==> src/upe_pkg.sv <==
`default_nettype none
// ----------------------------------------------------------------------------
// upe_pkg
// Shared types, constants and character helpers for the URI percent encoder.
// ----------------------------------------------------------------------------
package upe_pkg;

   // classified item passed from the front part to the back part
   typedef struct packed {
      logic [7:0] data;
      logic       encode;
      logic       eot;
   } entry_type;

   // output character position within an encoded item
   typedef logic [1:0] phase_type;

   localparam phase_type PHASE_PERCENT = 2'd0;
   localparam phase_type PHASE_HI      = 2'd1;
   localparam phase_type PHASE_LO      = 2'd2;

   // queue geometry
   localparam int QUEUE_DEPTH = 2;
   localparam int QUEUE_PTR_W = $clog2(QUEUE_DEPTH);
   localparam int QUEUE_CNT_W = $clog2(QUEUE_DEPTH + 1);

   // safe set: the first SAFE_COUNT_COMPONENT entries are the component set
   localparam int SAFE_COUNT_FULL      = 20;
   localparam int SAFE_COUNT_COMPONENT = 9;

   typedef logic [7:0] safe_set_type [SAFE_COUNT_FULL];

   localparam safe_set_type SAFE_SET = '{
      8'h2D, 8'h5F, 8'h2E, 8'h21, 8'h7E, 8'h2A, 8'h27, 8'h28, 8'h29, 8'h3B,
      8'h2C, 8'h2F, 8'h3F, 8'h3A, 8'h40, 8'h26, 8'h3D, 8'h2B, 8'h24, 8'h23
   };

   localparam logic [7:0] CHAR_PERCENT = 8'h25;

   // group lengths for a lead byte (continuation bytes still expected)
   typedef logic [1:0] group_left_type;

   localparam group_left_type GROUP_TWO   = 2'd1;
   localparam group_left_type GROUP_THREE = 2'd2;
   localparam group_left_type GROUP_FOUR  = 2'd3;

   // letter, digit or safe-set member passes unchanged
   function automatic logic passes_plain(input logic [7:0] c, input logic full_mode);
      logic hit;
      hit = ((c >= 8'h30) && (c <= 8'h39)) ||
            ((c >= 8'h41) && (c <= 8'h5A)) ||
            ((c >= 8'h61) && (c <= 8'h7A));
      for (int i = 0; i < SAFE_COUNT_FULL; i++) begin
         if ((full_mode || (i < SAFE_COUNT_COMPONENT)) && (SAFE_SET[i] == c)) begin
            hit = 1'b1;
         end
      end
      return hit;
   endfunction

   // lowercase hex digit for one nibble
   function automatic logic [7:0] hex_char(input logic [3:0] nib);
      logic [7:0] ch;
      if (nib < 4'd10) begin
         ch = 8'h30 + {4'd0, nib};
      end else begin
         ch = 8'h57 + {4'd0, nib};
      end
      return ch;
   endfunction

endpackage
`default_nettype wire

==> src/upe_front.sv <==
`default_nettype none
// ----------------------------------------------------------------------------
// upe_front
// Accepts input bytes, tracks the UTF-8 group and decides pass or encode.
// ----------------------------------------------------------------------------
module upe_front (
   input  wire logic               clock,
   input  wire logic               reset,
   input  wire logic               full_mode,
   input  wire logic               req_valid,
   output logic                    req_ready,
   input  wire logic [7:0]         req_in_byte,
   input  wire logic               req_end_of_text,
   input  wire logic               push_ready,
   output logic                    push_valid,
   output upe_pkg::entry_type      push_entry
);

   upe_pkg::group_left_type group_left_ff;
   upe_pkg::group_left_type group_left_in;
   logic                    accept;
   logic                    encode;

   assign req_ready  = push_ready;
   assign push_valid = req_valid;
   assign accept     = req_valid && push_ready;

   // classify the byte and work out the next group count
   always_comb begin
      group_left_in = group_left_ff;
      encode        = 1'b1;
      if (group_left_ff != 2'd0) begin
         group_left_in = group_left_ff - 2'd1;
      end else if (!req_in_byte[7]) begin
         encode = !upe_pkg::passes_plain(req_in_byte, full_mode);
      end else begin
         priority if ((req_in_byte & 8'hE0) == 8'hC0) begin
            group_left_in = upe_pkg::GROUP_TWO;
         end else if ((req_in_byte & 8'hF0) == 8'hE0) begin
            group_left_in = upe_pkg::GROUP_THREE;
         end else begin
            group_left_in = upe_pkg::GROUP_FOUR;
         end
      end
      if (req_end_of_text) begin
         group_left_in = 2'd0;
      end
   end

   assign push_entry.data   = req_in_byte;
   assign push_entry.encode = encode;
   assign push_entry.eot    = req_end_of_text;

   // group counter
   always_ff @(posedge clock) begin
      if (reset) begin
         group_left_ff <= 2'd0;
      end else if (accept) begin
         group_left_ff <= group_left_in;
      end
   end

endmodule
`default_nettype wire

==> src/upe_queue.sv <==
`default_nettype none
// ----------------------------------------------------------------------------
// upe_queue
// Short queue of classified items between the front and the back part.
// ----------------------------------------------------------------------------
module upe_queue (
   input  wire logic               clock,
   input  wire logic               reset,
   input  wire logic               push_valid,
   output logic                    push_ready,
   input  wire upe_pkg::entry_type push_entry,
   output logic                    pop_valid,
   input  wire logic               pop,
   output upe_pkg::entry_type      pop_entry
);

   upe_pkg::entry_type                entries_ff [upe_pkg::QUEUE_DEPTH];
   logic [upe_pkg::QUEUE_PTR_W-1:0]   wr_ptr_ff;
   logic [upe_pkg::QUEUE_PTR_W-1:0]   rd_ptr_ff;
   logic [upe_pkg::QUEUE_CNT_W-1:0]   count_ff;
   logic [upe_pkg::QUEUE_CNT_W-1:0]   count_in;
   logic                              do_push;
   logic                              do_pop;

   assign push_ready = (count_ff != upe_pkg::QUEUE_CNT_W'(upe_pkg::QUEUE_DEPTH));
   assign pop_valid  = (count_ff != '0);
   assign pop_entry  = entries_ff[rd_ptr_ff];
   assign do_push    = push_valid && push_ready;
   assign do_pop     = pop && pop_valid;

   // occupancy
   always_comb begin
      count_in = count_ff;
      if (do_push && !do_pop) begin
         count_in = count_ff + 1'b1;
      end else if (do_pop && !do_push) begin
         count_in = count_ff - 1'b1;
      end
   end

   // pointers and count
   always_ff @(posedge clock) begin
      if (reset) begin
         wr_ptr_ff <= '0;
         rd_ptr_ff <= '0;
         count_ff  <= '0;
      end else begin
         count_ff <= count_in;
         if (do_push) begin
            wr_ptr_ff <= wr_ptr_ff + 1'b1;
         end
         if (do_pop) begin
            rd_ptr_ff <= rd_ptr_ff + 1'b1;
         end
      end
   end

   // storage
   always_ff @(posedge clock) begin
      if (do_push) begin
         entries_ff[wr_ptr_ff] <= push_entry;
      end
   end

endmodule
`default_nettype wire

==> src/upe_back.sv <==
`default_nettype none
// ----------------------------------------------------------------------------
// upe_back
// Emits one output character per cycle while rsp_ready is high: the byte itself or '%' and two hex.
// ----------------------------------------------------------------------------
module upe_back (
   input  wire logic               clock,
   input  wire logic               reset,
   input  wire logic               pop_valid,
   output logic                    pop,
   input  wire upe_pkg::entry_type pop_entry,
   output logic                    rsp_valid,
   input  wire logic               rsp_ready,
   output logic [7:0]              rsp_out_char,
   output logic                    rsp_run_last,
   output logic                    rsp_text_done
);

   logic                cur_valid_ff;
   upe_pkg::entry_type  cur_ff;
   upe_pkg::phase_type  phase_ff;
   logic                last;
   logic                take;

   // last character of the current item
   assign last = !cur_ff.encode || (phase_ff == upe_pkg::PHASE_LO);
   assign take = !cur_valid_ff || (rsp_ready && last);
   assign pop  = take && pop_valid;

   // character select
   always_comb begin
      rsp_out_char = cur_ff.data;
      if (cur_ff.encode) begin
         unique case (phase_ff)
            upe_pkg::PHASE_PERCENT: rsp_out_char = upe_pkg::CHAR_PERCENT;
            upe_pkg::PHASE_HI:      rsp_out_char = upe_pkg::hex_char(cur_ff.data[7:4]);
            default:                rsp_out_char = upe_pkg::hex_char(cur_ff.data[3:0]);
         endcase
      end
   end

   assign rsp_valid     = cur_valid_ff;
   assign rsp_run_last  = last;
   assign rsp_text_done = last && cur_ff.eot;

   // current item and character position
   always_ff @(posedge clock) begin
      if (reset) begin
         cur_valid_ff <= 1'b0;
         phase_ff     <= upe_pkg::PHASE_PERCENT;
      end else if (take) begin
         cur_valid_ff <= pop_valid;
         phase_ff     <= upe_pkg::PHASE_PERCENT;
      end else if (rsp_ready) begin
         phase_ff     <= phase_ff + 2'd1;
      end
   end

   // item payload
   always_ff @(posedge clock) begin
      if (pop) begin
         cur_ff <= pop_entry;
      end
   end

endmodule
`default_nettype wire

==> src/uri_percent_encoder.sv <==
`default_nettype none
// ----------------------------------------------------------------------------
// uri_percent_encoder
// Percent-encodes a stream of UTF-8 bytes into a stream of ASCII characters.
// ----------------------------------------------------------------------------
//  channel   ports                                        direction
//  req       req_valid/ready, req_in_byte, req_end_of_text   in
//  rsp       rsp_valid/ready, rsp_out_char, rsp_run_last,    out
//            rsp_text_done
//  csr       csr_wr_en, csr_wr_data (full_uri_mode)          in
//
//  A plain byte yields one character, an encoded byte three, one per cycle
//  while rsp_ready is high; the single-character output port sets the rate.
//  A new byte is taken every cycle while the two-entry queue has room.
//  Reset clears the group count, the queue and the output, and sets full mode.
//  Either side may stall; the queue lets the input run ahead of the output.
// ----------------------------------------------------------------------------
module uri_percent_encoder (
   input  wire logic        clock,
   input  wire logic        reset,
   input  wire logic        csr_wr_en,
   input  wire logic        csr_wr_data,
   input  wire logic        req_valid,
   output logic             req_ready,
   input  wire logic [7:0]  req_in_byte,
   input  wire logic        req_end_of_text,
   output logic             rsp_valid,
   input  wire logic        rsp_ready,
   output logic [7:0]       rsp_out_char,
   output logic             rsp_run_last,
   output logic             rsp_text_done
);

   logic               full_mode_ff;
   logic               push_valid;
   logic               push_ready;
   upe_pkg::entry_type push_entry;
   logic               pop_valid;
   logic               pop;
   upe_pkg::entry_type pop_entry;

   // mode register
   always_ff @(posedge clock) begin
      if (reset) begin
         full_mode_ff <= 1'b1;
      end else if (csr_wr_en) begin
         full_mode_ff <= csr_wr_data;
      end
   end

   upe_front u_front (
      .clock           (clock),
      .reset           (reset),
      .full_mode       (full_mode_ff),
      .req_valid       (req_valid),
      .req_ready       (req_ready),
      .req_in_byte     (req_in_byte),
      .req_end_of_text (req_end_of_text),
      .push_ready      (push_ready),
      .push_valid      (push_valid),
      .push_entry      (push_entry)
   );

   upe_queue u_queue (
      .clock      (clock),
      .reset      (reset),
      .push_valid (push_valid),
      .push_ready (push_ready),
      .push_entry (push_entry),
      .pop_valid  (pop_valid),
      .pop        (pop),
      .pop_entry  (pop_entry)
   );

   upe_back u_back (
      .clock         (clock),
      .reset         (reset),
      .pop_valid     (pop_valid),
      .pop           (pop),
      .pop_entry     (pop_entry),
      .rsp_valid     (rsp_valid),
      .rsp_ready     (rsp_ready),
      .rsp_out_char  (rsp_out_char),
      .rsp_run_last  (rsp_run_last),
      .rsp_text_done (rsp_text_done)
   );

endmodule
`default_nettype wire

==> config.mk <==
export PLATFORM = sky130hd
export DESIGN_NAME = uri_percent_encoder
export DESIGN_NICKNAME = d
export VERILOG_FILES = /design/src/upe_pkg.sv /design/src/upe_front.sv /design/src/upe_queue.sv /design/src/upe_back.sv /design/src/uri_percent_encoder.sv
export SDC_FILE = /design/constraint.sdc
export NUM_CORES = 1
export LEC_CHECK = 0
export ABC_CLOCK_PERIOD_IN_PS = 7400
export BUFFER_PORTS_ARGS = -buffer_cell sky130_fd_sc_hd__buf_2
export CORE_MARGIN = 4
export CORE_UTILIZATION = 62
export DETAILED_ROUTE_END_ITERATION = 8
export PLACE_DENSITY = 0.89
export SLEW_MARGIN = 15
export SYNTH_ARGS = -nofsm -noshare
export SYNTH_HDL_FRONTEND = slang
export SYNTH_HIERARCHICAL = 1
export SYNTH_SLANG_ARGS = --single-unit
==> constraint.sdc <==
create_clock -name clock -period 7.4 [get_ports clock]
set_input_delay 0.74 -clock clock [delete_from_list [all_inputs] [get_ports clock]]
set_output_delay 0.74 -clock clock [all_outputs]
set_load 0.01 [all_outputs]
# [Word-level counts from Yosys, hierarchy flattened]
# Memories as Yosys holds them, arrays and structs flattened. A register that Yosys moved wholly into a read port is not among the register bits.
# Cells that the tools add are included.
[word_totals] ff_bits=10 ram_bits=20 in_bits=15 out_inout_bits=12 elab_cells=125 mem_count=1
[mem_list] name="u_queue.entries_ff" depth=2 word_bits=10 read_ports=1 rd_ports_with_merged_regs=1 write_ports=1 line="upe_queue.sv:17" source="upe_pkg::entry_type entries_ff [upe_pkg::QUEUE_DEPTH];"
[op_classes] n_addsub=10 n_lt_le_gt_ge=8 eq_ne=25 mux=37 n_reduce_logical=37
[ops] op="6-bit by 8-bit == test with 1-bit output, first input constant" count=17
[ops] op="1-bit two-way mux" count=27
[ops] op="7-bit by 8-bit == test with 1-bit output, first input constant" count=3
[ops] op="8-bit two-way mux" count=3
[ops] op="1-bit logical AND" count=21
[ops] op="7-bit by 4-bit adder with 8-bit output, first input constant" count=2
[ops] op="8-bit by 7-bit >= comparator with 1-bit output, second input constant" count=2
[ops] op="8-bit by 7-bit <= comparator with 1-bit output, second input constant" count=2
[ops] op="8-bit case mux with 2 select lines" count=1
[ops] op="6-bit by 4-bit adder with 7-bit output, first input constant" count=2
[ops] op="2-bit two-way mux" count=6
[ops] op="8-bit by 6-bit >= comparator with 1-bit output, second input constant" count=1
[ops] op="8-bit by 6-bit <= comparator with 1-bit output, second input constant" count=1
[ops] op="4-bit less-than comparator, second input constant" count=2
[ops] op="2-bit nonzero test" count=3
[ops] op="1-bit zero test" count=5
[ops] op="2-bit by 1-bit adder with 2-bit output, second input constant" count=2
[ops] op="4-bit == test, second input constant" count=1
[ops] op="1-bit logical OR" count=4
[ops] op="2-bit by 1-bit subtractor with 2-bit output, second input constant" count=2
[ops] op="3-bit == test, second input constant" count=1
[ops] op="3-bit nonzero test" count=1
[ops] op="1-bit adder, second input constant" count=2
[ops] op="2-bit by 1-bit == test with 1-bit output, second input constant" count=1
[ops] op="5 further kinds" count=5

# [Depth between registers and ports, before layout]
[logic_depth] depth_word=29 mapped_depth=11 mapped_depth_nobuf=11

# [Cells and area by module]
# The synthesis kept the hierarchy.
[modules_own_cells] mod="upe_queue" n_inst=1 cells_each=55 area_each_um2=940.9 seq_area_each_um2=700.7
[modules_own_cells] mod="upe_back" n_inst=1 cells_each=78 area_each_um2=762.0 seq_area_each_um2=360.3
[modules_own_cells] mod="upe_front" n_inst=1 cells_each=67 area_each_um2=446.7 seq_area_each_um2=40.0
[modules_own_cells] mod="uri_percent_encoder" n_inst=1 cells_each=3 area_each_um2=35.0 seq_area_each_um2=20.0

# [Least setup slack after synthesis]
# Ideal clock, no wire load.
[synth_timing] path_type="input -> register" startpoint="input port rsp_ready" endpoint="register u_queue/count_ff[1] in the netlist's numbering" setup_ns=0.070 arrival_ns=2.808 required_time_ns=7.330 slack_ns=4.522 stages=6 path_buffers=0 path_cell_list="nand2_1 -> a21boi_0 -> o21ai_0 -> ha_1 -> or3_1 -> a21oi_1"
[synth_between] elab_chain_cells=7 word_cells_on_any_way=9 cone_classes="mux: 1; reduce/logical: 8"
[synth_lines] item="start, declared" line="uri_percent_encoder.sv:28" source="input wire logic rsp_ready,"
[synth_lines] item="1-bit logical AND *" line="upe_back.sv:27" source="assign take = !cur_valid_ff || (rsp_ready && last);"
[synth_lines] item="1-bit logical OR *" line="upe_back.sv:27"
[synth_lines] item="1-bit logical AND *" line="upe_back.sv:28" source="assign pop = take && pop_valid;"
[synth_lines] item="named net pop" line="uri_percent_encoder.sv:39" source="logic pop;"
[synth_lines] item="1-bit logical AND *" line="upe_queue.sv:29" source="assign do_pop = pop && pop_valid;"
[synth_lines] item="1-bit zero test" line="upe_queue.sv:34" source="if (do_push && !do_pop) begin"
[synth_lines] item="1-bit logical AND" line="upe_queue.sv:34"
[synth_lines] item="2-bit two-way mux or 2-bit nonzero test (tied branches)"
[synth_lines] item="end signal, assigned" line="upe_queue.sv:48" source="count_ff <= count_in;"
[synth_lines] item="end, declared" line="upe_queue.sv:20" source="logic [upe_pkg::QUEUE_CNT_W-1:0] count_ff;"
# The timed path passes the listed nets; every way through them passes the cells marked *.
# A chain may end at the register's enable or synchronous reset.

# [Worst setup path after layout]
[layout_timing] startpoint="register u_back/cur_ff[7] (netlist name)" endpoint="output port rsp_out_char[2]"
[layout_between] elab_chain_cells=4 word_cells_on_any_way=6 cone_classes="add/sub: 2; order compare: 1; mux: 3"
[layout_lines] item="7-bit by 4-bit adder with 8-bit output (tied with other cells)" line="upe_pkg.sv:67" source="ch = 8'h57 + {4'd0, nib};"
[layout_lines] item="8-bit two-way mux *" line="upe_pkg.sv:64" source="if (nib < 4'd10) begin"
[layout_lines] item="8-bit case mux with 2 select lines *" line="upe_back.sv:34" source="unique case (phase_ff)"
[layout_lines] item="8-bit two-way mux *" line="upe_back.sv:33" source="if (cur_ff.encode) begin"
[layout_lines] item="end, declared" line="uri_percent_encoder.sv:29" source="output logic [7:0] rsp_out_char,"
# Mark *: on every way between the ends. The rest lies on a longest branch, timed or not.

==> impl.org <==
** Finish
- Relative to the synthesized area, the layout overhead comes to 6.70%.
- Commonest cells after routing, fill and taps aside :: sky130_fd_sc_hd__edfxtp_1, sky130_fd_sc_hd__buf_2, sky130_fd_sc_hd__nand2_1, sky130_fd_sc_hd__a21oi_1
- Diodes inserted :: 0
- Most frequent standard cell in the layout excluding fill and tap cells :: sky130_fd_sc_hd__edfxtp_1
- Share of final-layout standard cells stronger than drive strength 1 :: 23.2%
- Total number of nets in the final design :: 240
- After filler insertion, the fill cell instance count of the layout stands at 272.

** Drt
- Average via count per standard cell :: 5.71
- Initial DRC Count :: 92
- For this block, the routed nets add up to 3660 µm of wire.
- DRT antenna net count :: 0
- For this block, the via count after detailed routing is 1520.
- Routed wire per std cell :: 13.8 µm
- After detailed routing, the number of remaining DRC violations is 0.
- The pre-antenna-repair detailed-routing pass consisted of 4 iterations.

** GRT
- Wire length of the first global-routing pass :: 6080 µm
- The via count of the first global-routing pass came to 1384.
- After global routing the overflow that remains totals 0.
- For this run, the total global-route usage over all layers was measured as 18.1%.
- Antenna violations before repair :: 0
- Pin count of the biggest net entering global routing :: 14

** Clock tree
- After clock tree synthesis, the flow added hold-fix buffers numbering 0.
- Clock insertion delay at the later pin of the skew report :: 0.34 ns
- The clock drives 41 sinks.
- The number of setup buffers added after CTS is 0.
- CTS tree :: done
- The clock passes through at most 2 buffers.
- TritonCTS created 5 clock buffers.
- Root Driver :: sky130_fd_sc_hd__clkbuf_4
- Clock-pin slew was measured on the worst setup and hold paths at 0.12 ns.
- Post-CTS sizing :: 0
- The H-tree was split into 2 levels.

** Placement
- Once detailed placement completed, the half-perimeter wirelength came to 2670 µm.
- Port bufs :: 26
- Last weighted congestion value of the routability-driven placer :: 0.743

** Timing
- Clk_skew :: 0.0151 ns
- Max Transition Viols Final :: 0
- In this run the tightest slew margin relative to its limit is 70.0%.
- Number of hold violations in the final report :: 0
- Based on the critical path, the design can be clocked at up to 387 MHz.
- Number of failing setup endpoints in the final timing report :: 0
- Hold is met by 0.508 ns.
- At the pin with the least slew margin, the transition time is 0.450 ns.
- The clock period could shrink to 2.58 ns.
- Setup repair after global routing left no endpoint under its margin.
- Final critical-path share of the clock period :: 34.9%
- Setup total negative slack on the finished layout was measured at 0 ns.

** Floorplanning
- Core area :: 0.00336 mm²
- Measured along the x axis, the die boundary spans 67.4 µm.
- The floorplan step defined a die boundary enclosing 0.00454 mm².
- In this run the core area contains 21 standard-cell rows.
- Boundary pin count :: 27
- Initial Utilization :: 65.0%
- In this run the vertical extent of the chip is 67.4 µm.

** Logic synthesis
- Of the total synthesized cell area, the portion taken by full adders, half adders and majority gates is 3.44%.
- Summing the areas of all compound-gate instances in the mapped netlist gives 13.8% of the synthesized area.
- Summing the areas of all and, or, nand and nor instances in the mapped netlist gives 16.0% of the synthesized area.
- Counting every instance in the synthesized netlist gives 203.
- In this run the mean area of a mapped cell was 10.8 µm².
- After synthesis the cells add up to 0.00218 mm².
- Ys Warns :: 6
- After synthesis, flip-flops and latches occupy 51.3% of the total area.
- Combinational family with the most area after synthesis :: simple AND/OR/NAND/NOR gates
- The portion of synthesized area spent on multiplexers is 5.67%.
- For this run, the leading register cell type out of synthesis is sky130_fd_sc_hd__edfxtp_1.
- Number of distinct standard cells referenced by the synthesized netlist :: 43
- Number of nets produced by synthesis :: 224
- Post-synth EDFFs :: 30
- Post-synthesis register bit count :: 41
- Share of flip-flops with an asynchronous set or reset after synthesis :: 0%
- XOR/XNOR share of the synthesized area :: 2.00%

** Pwr
- Dividing total power by cell area gives a power density of 334 mW/mm².
- Max IR drop VDD :: 0.190 mV
- Summed over all cells, the static leakage comes to 0.888 nW.

** Worst setup path
- Along the worst path, the maximum fanout reaches 8.
- STA classifies the critical path endpoint as an output port.
- Critical path data required time :: 6.66 ns
- Element type at the critical path start :: flop
- By startpoint and endpoint, the worst setup path is classified as reg2out.
- Data arrives at the worst endpoint at 1.84 ns.

** Job
- The tool flagged a number of max-cap violations equal to 0.

** Hold path
- Class of the worst hold path :: reg2reg

** Outcome
- Status :: complete, no violations
cell usage after synthesis, drive strengths merged, types with 2 or more instances:
library cell   n  area, µm²
a21oi         18       90.1
buf           18        131
a211o          2       17.5
nor4           3       33.8
nand3          3       15.0
dfxtp         11        220
nor3           3       15.0
ha             6       75.1
nand2         18       67.6
a211oi         2       15.0
nor2          11       41.3
and4b          2       20.0
xor2           3       26.3
mux2          11        124
xnor2          2       17.5
nand2b         6       37.5
inv           10       37.5
nand3b         3       22.5
nor2b          6       37.5
or2            2       12.5
edfxtp        30        901
o211ai         3       22.5
o21ai         11       55.1
a21bo          2       20.0
a21boi         2       15.0
and2           2       12.5
cells by family (layout without fill, tap and decap cells):
group                      after synthesis  after routing
AOI/OAI and AO/OA                       48             48
xor gates and xnor gates                 5              5
adders and majority gates                6              6
buffers and inverters                   28             45
DFF                                     41             41
muxes                                   11             11
and+or+nand+nor                         64             64
layer usage:
| metal | wire length (µm) | GRT usage (%) | vias to the layer above |
|---|---|---|---|
| li1 | - | - | 758 |
| met1 | 1510 | 21.1 | 712 |
| met2 | 1940 | 31.9 | 46 |
| met3 | 172 | 4.99 | 4 |
| met4 | 36 | 6.08 | 0 |
| met5 | 0 | 0 | - |
power by group:
part | switching [mW] | internal, mW
registers | 0.0570 | 0.320
clock network | 0.0687 | 0.0671
logic | 0.139 | 0.126
final cells by class:
type                    instances  area [µm²]  area share, %
clock buffers                   7        76.3           3.27
clock inverters                 1        6.26          0.268
repair buffers                 27         138           5.90
well taps                      46        57.6           2.47
flip-flops and latches         41        1120           48.1
multi-input cells             134         895           38.4
inverters                      10        37.5           1.61
per-stage QoR:
stage	utilization, %	worst slack, ns	area, µm²	std cells	power (mW)
detailed placement	66.9	5.01	2250	258	0.645
floorplan	-	4.52	2180	203	0.569
CTS	69.3	4.82	2330	266	0.783
finish	69.3	4.82	2330	266	0.777
global placement	66.9	5.09	2250	258	0.629
global route	69.3	4.71	2330	266	0.831
final timing paths:
check / start / to / slack, ns / depth (start not counted)
max reg2reg: u_back/cur_ff[1] / u_queue/count_ff[1] / 4.99 / 10
min reg2reg: u_back/phase_ff[1] / u_back/phase_ff[1] / 0.51 / 2
min: u_back/phase_ff[1] / u_back/phase_ff[1] / 0.51 / 2
max: u_back/cur_ff[7] / rsp_out_char[2] / 4.82 / 7
worst max-delay path, cell delays in order, from the launching register on:
cell and delay (ns):
sky130_fd_sc_hd__edfxtp_1 0.49, sky130_fd_sc_hd__inv_1 0.07, sky130_fd_sc_hd__ha_1 0.21, sky130_fd_sc_hd__and4b_1 0.20
sky130_fd_sc_hd__a21oi_1 0.14, sky130_fd_sc_hd__a21oi_1 0.09, sky130_fd_sc_hd__o22a_1 0.17, sky130_fd_sc_hd__buf_2 0.13
registers in the layout (all words and copies together) (netlist names), named ones only:
register / flops
u_queue/entries_ff: 20
u_back/cur_ff: 10
u_back/phase_ff: 2
u_front/group_left_ff: 2
u_queue/count_ff: 2
full_mode_ff: 1
u_back/rsp_valid: 1
u_queue/rd_ptr_ff: 1
u_queue/wr_ptr_ff: 1
Note: power is estimated with default switching activity, not from simulation.
